$ cat config.mk
export PLATFORM = sky130hd
export DESIGN_NAME = cpu_operand_address_generator
export DESIGN_NICKNAME = d
export VERILOG_FILES = /design/src/hw/rtl/coag_pkg.sv /design/src/hw/rtl/coag_step.sv /design/src/hw/rtl/coag_out_buf.sv /design/src/hw/rtl/cpu_operand_address_generator.sv
export SDC_FILE = /design/constraint.sdc
export NUM_CORES = 1
export LEC_CHECK = 0
export ABC_AREA = 1
export ABC_CLOCK_PERIOD_IN_PS = 6400
export BUFFER_PORTS_ARGS = -buffer_cell sky130_fd_sc_hd__buf_2
export CAP_MARGIN = 20
export CORE_ASPECT_RATIO = 1.75
export CORE_MARGIN = 4
export CORE_UTILIZATION = 61
export CTS_BUF_LIST = sky130_fd_sc_hd__clkbuf_4 sky130_fd_sc_hd__clkbuf_8
export DETAILED_ROUTE_END_ITERATION = 8
export PLACE_DENSITY = 0.89
export SLEW_MARGIN = 20
export SYNTH_ARGS = -nofsm -noshare
export SYNTH_HDL_FRONTEND = slang
export SYNTH_HIERARCHICAL = 1
export SYNTH_SLANG_ARGS = --single-unit
$ cat constraint.sdc
create_clock -name clk_i -period 6.4 [get_ports clk_i]
set_input_delay 1.28 -clock clk_i [delete_from_list [all_inputs] [get_ports clk_i]]
set_output_delay 1.28 -clock clk_i [all_outputs]
set_load 0.05 [all_outputs]
$ cat src/hw/rtl/coag_pkg.sv
`timescale 1ns / 1ps
`default_nettype none

package coag_pkg;

  typedef enum logic {
    CMD_START = 1'b0,
    CMD_DATA  = 1'b1
  } cmd_e;

  typedef enum logic [3:0] {
    MODE_IMPL = 4'd0,
    MODE_ACC  = 4'd1,
    MODE_IMM  = 4'd2,
    MODE_ZP   = 4'd3,
    MODE_ZPX  = 4'd4,
    MODE_ZPY  = 4'd5,
    MODE_ABS  = 4'd6,
    MODE_ABSX = 4'd7,
    MODE_ABSY = 4'd8,
    MODE_REL  = 4'd9,
    MODE_IND  = 4'd10,
    MODE_IZX  = 4'd11,
    MODE_IZY  = 4'd12
  } mode_e;

  typedef enum logic [1:0] {
    KIND_REQ  = 2'd0,
    KIND_DONE = 2'd1,
    KIND_ERR  = 2'd2
  } kind_e;

  localparam logic [15:0] PageMask = 16'hFF00;

  typedef struct packed {
    kind_e       kind;
    logic [15:0] request_address;
    logic [15:0] effective_address;
    logic [7:0]  operand_value;
    logic        immediate_flag;
    logic        crossed_page;
    logic [15:0] next_pc;
  } result_t;

  function automatic logic crosses(logic [15:0] a, logic [15:0] b);
    return ((a ^ b) & PageMask) != 16'h0000;
  endfunction

endpackage

`default_nettype wire

$ cat src/hw/rtl/coag_step.sv
`timescale 1ns / 1ps
`default_nettype none

module coag_step (
  input  wire logic            clk_i,
  input  wire logic            rst_ni,
  input  wire logic            accept_i,
  input  wire logic            cmd_i,
  input  wire logic [3:0]      mode_i,
  input  wire logic [15:0]     program_counter_i,
  input  wire logic [7:0]      index_x_i,
  input  wire logic [7:0]      index_y_i,
  input  wire logic [7:0]      read_data_i,
  output coag_pkg::result_t    result_o
);
  import coag_pkg::*;

  localparam logic [2:0] StepIdle  = 3'd0;
  localparam logic [2:0] StepOne   = 3'd1;
  localparam logic [2:0] StepTwo   = 3'd2;
  localparam logic [2:0] StepThree = 3'd3;
  localparam logic [2:0] StepFour  = 3'd4;

  logic [2:0]  step_q, step_d;
  mode_e       mode_q, mode_d;
  logic [15:0] pc_q, pc_d;
  logic [7:0]  x_q, x_d;
  logic [7:0]  y_q, y_d;
  logic [7:0]  low_q, low_d;
  logic [15:0] ptr_q, ptr_d;

  logic [15:0] pc1, pc2, word, ea_idx, ea_rel, ptr_next;
  logic [7:0]  idx, zp_x;
  result_t     res;

  assign pc1      = pc_q + 16'd1;
  assign pc2      = pc_q + 16'd2;
  assign word     = {read_data_i, low_q};
  assign idx      = (mode_q == MODE_ABSX) ? x_q : y_q;
  assign ea_idx   = word + {8'h00, idx};
  assign ea_rel   = pc1 + {{8{read_data_i[7]}}, read_data_i};
  assign zp_x     = read_data_i + x_q;
  // The indirect pointer's high byte comes from the same page as its low byte.
  assign ptr_next = (ptr_q & PageMask) | {8'h00, ptr_q[7:0] + 8'd1};

  always_comb begin
    step_d = step_q;
    mode_d = mode_q;
    pc_d   = pc_q;
    x_d    = x_q;
    y_d    = y_q;
    low_d  = low_q;
    ptr_d  = ptr_q;
    res    = '0;
    res.kind = KIND_ERR;

    if (cmd_e'(cmd_i) == CMD_START) begin
      mode_d = mode_e'(mode_i);
      pc_d   = program_counter_i;
      x_d    = index_x_i;
      y_d    = index_y_i;
      low_d  = 8'h00;
      ptr_d  = 16'h0000;
      if (mode_i < 4'(MODE_IMM) || mode_i > 4'(MODE_IZY)) begin
        res.kind    = KIND_DONE;
        res.next_pc = program_counter_i;
        step_d      = StepIdle;
      end else begin
        res.kind            = KIND_REQ;
        res.request_address = program_counter_i;
        step_d              = StepOne;
      end
    end else if (step_q != StepIdle) begin
      // Anything not matched below is an out-of-sequence step.
      step_d = StepIdle;
      case (mode_q)
        MODE_IMM: begin
          if (step_q == StepOne) begin
            res.kind           = KIND_DONE;
            res.operand_value  = read_data_i;
            res.immediate_flag = 1'b1;
            res.next_pc        = pc1;
          end
        end
        MODE_ZP, MODE_ZPX, MODE_ZPY: begin
          if (step_q == StepOne) begin
            res.kind    = KIND_DONE;
            res.next_pc = pc1;
            case (mode_q)
              MODE_ZPX: res.effective_address = {8'h00, zp_x};
              MODE_ZPY: res.effective_address = {8'h00, read_data_i + y_q};
              default:  res.effective_address = {8'h00, read_data_i};
            endcase
          end
        end
        MODE_ABS, MODE_ABSX, MODE_ABSY: begin
          if (step_q == StepOne) begin
            low_d               = read_data_i;
            res.kind            = KIND_REQ;
            res.request_address = pc1;
            step_d              = StepTwo;
          end else if (step_q == StepTwo) begin
            res.kind    = KIND_DONE;
            res.next_pc = pc2;
            if (mode_q == MODE_ABS) begin
              res.effective_address = word;
            end else begin
              res.effective_address = ea_idx;
              res.crossed_page      = crosses(word, ea_idx);
            end
          end
        end
        MODE_REL: begin
          if (step_q == StepOne) begin
            res.kind              = KIND_DONE;
            res.effective_address = ea_rel;
            res.crossed_page      = crosses(pc1, ea_rel);
            res.next_pc           = pc1;
          end
        end
        MODE_IND: begin
          res.kind = KIND_REQ;
          case (step_q)
            StepOne: begin
              low_d               = read_data_i;
              res.request_address = pc1;
              step_d              = StepTwo;
            end
            StepTwo: begin
              ptr_d               = word;
              res.request_address = word;
              step_d              = StepThree;
            end
            StepThree: begin
              low_d               = read_data_i;
              res.request_address = ptr_next;
              step_d              = StepFour;
            end
            StepFour: begin
              res.kind              = KIND_DONE;
              res.effective_address = word;
              res.next_pc           = pc2;
            end
            default: begin
              res.kind = KIND_ERR;
            end
          endcase
        end
        MODE_IZX, MODE_IZY: begin
          res.kind = KIND_REQ;
          case (step_q)
            StepOne: begin
              ptr_d = (mode_q == MODE_IZX) ? {8'h00, zp_x} : {8'h00, read_data_i};
              res.request_address = ptr_d;
              step_d              = StepTwo;
            end
            StepTwo: begin
              low_d               = read_data_i;
              res.request_address = {8'h00, ptr_q[7:0] + 8'd1};
              step_d              = StepThree;
            end
            StepThree: begin
              res.kind    = KIND_DONE;
              res.next_pc = pc1;
              if (mode_q == MODE_IZX) begin
                res.effective_address = word;
              end else begin
                res.effective_address = word + {8'h00, y_q};
                res.crossed_page      = crosses(word, word + {8'h00, y_q});
              end
            end
            default: begin
              res.kind = KIND_ERR;
            end
          endcase
        end
        default: begin
          res.kind = KIND_ERR;
        end
      endcase
    end
  end

  assign result_o = res;

  always_ff @(posedge clk_i or negedge rst_ni) begin
    if (!rst_ni) begin
      step_q <= StepIdle;
      mode_q <= MODE_IMPL;
      pc_q   <= 16'h0000;
      x_q    <= 8'h00;
      y_q    <= 8'h00;
      low_q  <= 8'h00;
      ptr_q  <= 16'h0000;
    end else if (accept_i) begin
      step_q <= step_d;
      mode_q <= mode_d;
      pc_q   <= pc_d;
      x_q    <= x_d;
      y_q    <= y_d;
      low_q  <= low_d;
      ptr_q  <= ptr_d;
    end
  end

endmodule

`default_nettype wire

$ cat src/hw/rtl/coag_out_buf.sv
`timescale 1ns / 1ps
`default_nettype none

module coag_out_buf (
  input  wire logic              clk_i,
  input  wire logic              rst_ni,
  input  wire logic              accept_i,
  input  wire coag_pkg::result_t result_i,
  output logic                   full_o,
  output logic                   out_valid_o,
  input  wire logic              out_stall_i,
  output coag_pkg::result_t      result_o
);
  import coag_pkg::*;

  logic    out_valid_q;
  logic    skid_valid_q;
  result_t out_q;
  result_t skid_q;
  logic    out_free;

  assign out_free = !out_valid_q || !out_stall_i;

  always_ff @(posedge clk_i or negedge rst_ni) begin
    if (!rst_ni) begin
      out_valid_q  <= 1'b0;
      skid_valid_q <= 1'b0;
    end else if (out_free) begin
      // While the skid entry is full the input side is stalled.
      out_valid_q  <= skid_valid_q || accept_i;
      skid_valid_q <= 1'b0;
    end else if (accept_i) begin
      skid_valid_q <= 1'b1;
    end
  end

  always_ff @(posedge clk_i) begin
    if (out_free) begin
      out_q <= skid_valid_q ? skid_q : result_i;
    end else if (accept_i) begin
      skid_q <= result_i;
    end
  end

  assign full_o      = skid_valid_q;
  assign out_valid_o = out_valid_q;
  assign result_o    = out_q;

endmodule

`default_nettype wire

$ cat src/hw/rtl/cpu_operand_address_generator.sv
`timescale 1ns / 1ps
`default_nettype none

// Operand address sequencer for the thirteen 6502 addressing modes. A start
// request (cmd 0) latches mode, PC, X and Y; every request, start or memory
// byte (cmd 1), yields exactly one result, registered in the output buffer:
// a memory read request, a finished result with the effective address, or an
// error for data that arrives with no read outstanding. One request is taken
// every cycle unless in_stall_o is high; the step logic updates the sequencer
// state in the same cycle it accepts a request, and a two-entry output buffer
// keeps the input open for one more request while a result is held.
module cpu_operand_address_generator (
  input  wire logic        clk_i,
  input  wire logic        rst_ni,
  input  wire logic        in_valid_i,
  output logic             in_stall_o,
  input  wire logic        cmd_i,
  input  wire logic [3:0]  mode_i,
  input  wire logic [15:0] program_counter_i,
  input  wire logic [7:0]  index_x_i,
  input  wire logic [7:0]  index_y_i,
  input  wire logic [7:0]  read_data_i,
  output logic             out_valid_o,
  input  wire logic        out_stall_i,
  output logic [1:0]       kind_o,
  output logic [15:0]      request_address_o,
  output logic [15:0]      effective_address_o,
  output logic [7:0]       operand_value_o,
  output logic             immediate_flag_o,
  output logic             crossed_page_o,
  output logic [15:0]      next_pc_o
);
  import coag_pkg::*;

  logic    accept;
  logic    full;
  result_t step_res;
  result_t out_res;

  assign in_stall_o = full;
  assign accept     = in_valid_i && !full;

  coag_step u_step (
    .clk_i             (clk_i),
    .rst_ni            (rst_ni),
    .accept_i          (accept),
    .cmd_i             (cmd_i),
    .mode_i            (mode_i),
    .program_counter_i (program_counter_i),
    .index_x_i         (index_x_i),
    .index_y_i         (index_y_i),
    .read_data_i       (read_data_i),
    .result_o          (step_res)
  );

  coag_out_buf u_out_buf (
    .clk_i       (clk_i),
    .rst_ni      (rst_ni),
    .accept_i    (accept),
    .result_i    (step_res),
    .full_o      (full),
    .out_valid_o (out_valid_o),
    .out_stall_i (out_stall_i),
    .result_o    (out_res)
  );

  assign kind_o              = out_res.kind;
  assign request_address_o   = out_res.request_address;
  assign effective_address_o = out_res.effective_address;
  assign operand_value_o     = out_res.operand_value;
  assign immediate_flag_o    = out_res.immediate_flag;
  assign crossed_page_o      = out_res.crossed_page;
  assign next_pc_o           = out_res.next_pc;

endmodule

`default_nettype wire
==> impl_metrics.yaml <==
outcome:
  status: "finished, final reports clean"
grt:
  grt_max_degree: 66
  grt_pass1_vias: 12400
  antenna_found_initial: 0
  grt_pass1_wl_mm: 71.1
  grt_usage_pct: 42.4
  grt-ovfl-total: 0
yosys:
  synth_seq_cells: 185
  yosys-top-cells-count: "nand2_1 (499), inv_1 (185), edfxtp_1 (120)"
  synth.largest_area_cell: "edfxtp_1"
  ys_types: 54
  yosysSeqAreaShare_pct: 41.5
  netlist_area_um2: 12600
  syn_nets: 1748
  ys.flop_type: "edfxtp_1"
  synth_top_area_share_pct: 28.6
  synth_edf_count: 120
  yosys_warnings: 6
  syn-mean-instance-area_um2: 7.68
  yosysMostFrequentCell: "nand2_1"
  synth_area_leaders: "edfxtp_1 (29%), nand2_1 (15%), dfrtp_1 (13%), inv_1 (5.5%), ha_1 (5.2%)"
  async_flop_share_pct: 35.1
  netlist_instances: 1642
floorplan:
  die_h_um: 198
  core_um2: 20300
  rows: 69
  die_area_um2: 23100
  start_util_pct: 62.1
  die_width_um: 117
  design.portCount: 111
worst_setup_path:
  cp_max_fo: 9
  rr_worst_depth: 19
  arrival_ns: 4.96
  critPathKind: "reg2reg"
  crit_required_ns: 6.77
  endpoint_kind: "flip-flop"
  startpoint_type: "flip-flop"
timing:
  max_freq_mhz: 218
  relSlewSlack_pct: 23.0
  period_minus_slack_ns: 4.58
  slew_violations: 0
  final_hold_viol_count: 0
  worstMarginPinSlew_ns: 1.15
  rsz0062_at_grt: "false"
  hold_slack_ns: 0.525
  period_share_pct: 71.6
  skew_ns: 0.0188
  setup_viol: 0
  setup_tns_ns: 0
clocking:
  cts_hold_buffers: 0
  clock_latency_ns: 0.50
  cts_resized: 0
  numClockSinks: 185
  cts_setup_buffers: 0
  cts_tree: "yes"
  clockRootBuffer: "clkbuf_8"
  cts.clk_slew.worst_paths_ns: 0.11
  clk_path_buf_depth: 2
  cts-htree-levels: 4
  cts_buffers: 17
drt:
  wl_per_cell_um: 24.1
  drtIter0Drc: 1414
  dr.pass1.iters: 8
  ant_nets: 0
  vias: 12500
  drc: 0
  routed_wl_mm: 48.0
  via_per_inst: 6.27
pwr:
  power_switching_w: 0.00216
  ir_drop_uv: 296
  p_int_w: 0.00249
  p_seq_share_pct: 36.6
  p_per_area_nw_per_um2: 340
  p_comb_share_pct: 43.9
  power.share.clock_pct: 19.5
  power.leakage_nw: 6.49
  sw_frac_of_total_pct: 46.5
placed_design:
  place_congestion: 1.11
  port_buffers: 110
  dp_hpwl_mm: 36.5
flow_run:
  maxCapViolations: 0
final_layout:
  drive_gt1_share_pct: 12.2
  layout.nets: 1834
  antenna_cells: 0
  fillCellCount: 1752
  syn2layout_area_growth_pct: 8.61
worst_hold_path:
  hp-class: "reg2reg"
  hold_depth: 2
[stage by stage]
step                      std cells  total power [W]  cell area, µm²  util [%]  worst slack, ns
after global routing           1989          0.00490           13700      67.5             1.45
after CTS                      1989          0.00458           13700      67.5             1.95
after global placement         1957          0.00366           13200      65.2             1.99
after detailed placement       1957          0.00369           13200      65.2             1.97
final                          1989          0.00465           13700      67.5             1.82
after floorplan                1642          0.00308           12600         -            0.574
[worst max-delay path, cell delays in order, from the launching register on]
cell and delay [ns]:
dfrtp_1 0.41, inv_2 0.10, nand2_1 0.14, nor2_1 0.51, clkinv_1 0.39, o21ai_0 0.37, inv_1 0.12, fa_1 0.42
nand3b_1 0.17, nand2_1 0.07, inv_1 0.05, nor2_1 0.13, nor2_1 0.07, o21ai_0 0.48, nand3_1 0.24, nand2_1 0.11
nand3_1 0.07, a31oi_1 0.44, nand2_1 0.10, nand2_1 0.07
[cell usage in the layout (no fill, tap or decap), types with 26 or more instances in the layout]
cell / count
a21oi_1: 98
buf_2: 110
dfrtp_1: 64
edfxtp_1: 120
ha_1: 52
inv_1: 185
nand2_1: 497
nand3_1: 98
nand4_1: 26
nor2_1: 112
o21ai_0: 91
o22ai_1: 39
[layer usage]
metal,up-vias,global-route usage [%],part of all wire [%]
met1,5662,41.0,30
met2,817,71.2,49
met3,303,9.14,8.6
met5,-,0,0
met4,0,42.0,13
li1,5684,-,-
[power by group through the flow]
stage	clock network, W	registers (W)	logic (W)
floorplan	0	0.00185	0.00122
global placement	0	0.00171	0.00195
detailed placement	0	0.00172	0.00197
CTS	0.000904	0.00169	0.00199
global route	0.000952	0.00172	0.00224
finish	0.000906	0.00170	0.00204
[logic make-up after synthesis]
group	count (synthesis)	synth area share, %
AND/OR/NAND/NOR	794	26.4
AO/OA/AOI/OAI	304	14.0
buffers and inverters	255	8.57
flip-flops	185	41.5
adder cells (fa/ha/maj)	57	5.96
XOR/XNOR	33	2.29
multiplexers	14	1.25
[path summary, 6_finish.rpt]
kind / from / end / slack (ns)
setup / recovery: u_step/mode_q[3] / u_out_buf/result_o[36] / 1.82
min in group asynchronous: rst_ni / u_step/y_q[5] / 1.00
max in group asynchronous: rst_ni / u_out_buf/full_o / 4.73
setup reg to reg: u_step/mode_q[3] / u_out_buf/result_o[36] / 1.82
hold / removal: u_out_buf/skid_q[2] / u_out_buf/result_o[2] / 0.53
hold reg to reg: u_out_buf/skid_q[2] / u_out_buf/result_o[2] / 0.53
[area by class of cell]
| cell class | instances | area (µm²) | share of cell area (%) |
|---|---|---|---|
| clock inverters | 15 | 226 | 1.65 |
| clock buffers | 17 | 234 | 1.71 |
| inverters | 205 | 777 | 5.68 |
| flip-flops and latches | 185 | 5230 | 38.2 |
| repair buffers | 117 | 603 | 4.41 |
| well taps | 248 | 310 | 2.27 |
| multi-input cells | 1202 | 6310 | 46.1 |
[registers in the layout, indices dropped and copies added, names as in the netlist]
name,flops
u_step/step_q,3
u_out_buf/out_valid_o,1
u_out_buf/skid_q,60
u_step/y_q,8
u_step/ptr_q,16
u_step/low_q,8
u_out_buf/result_o,60
u_step/x_q,8
u_step/mode_q,4
u_out_buf/full_o,1
u_step/pc_q,16
Power figures use the tool's default switching activity.
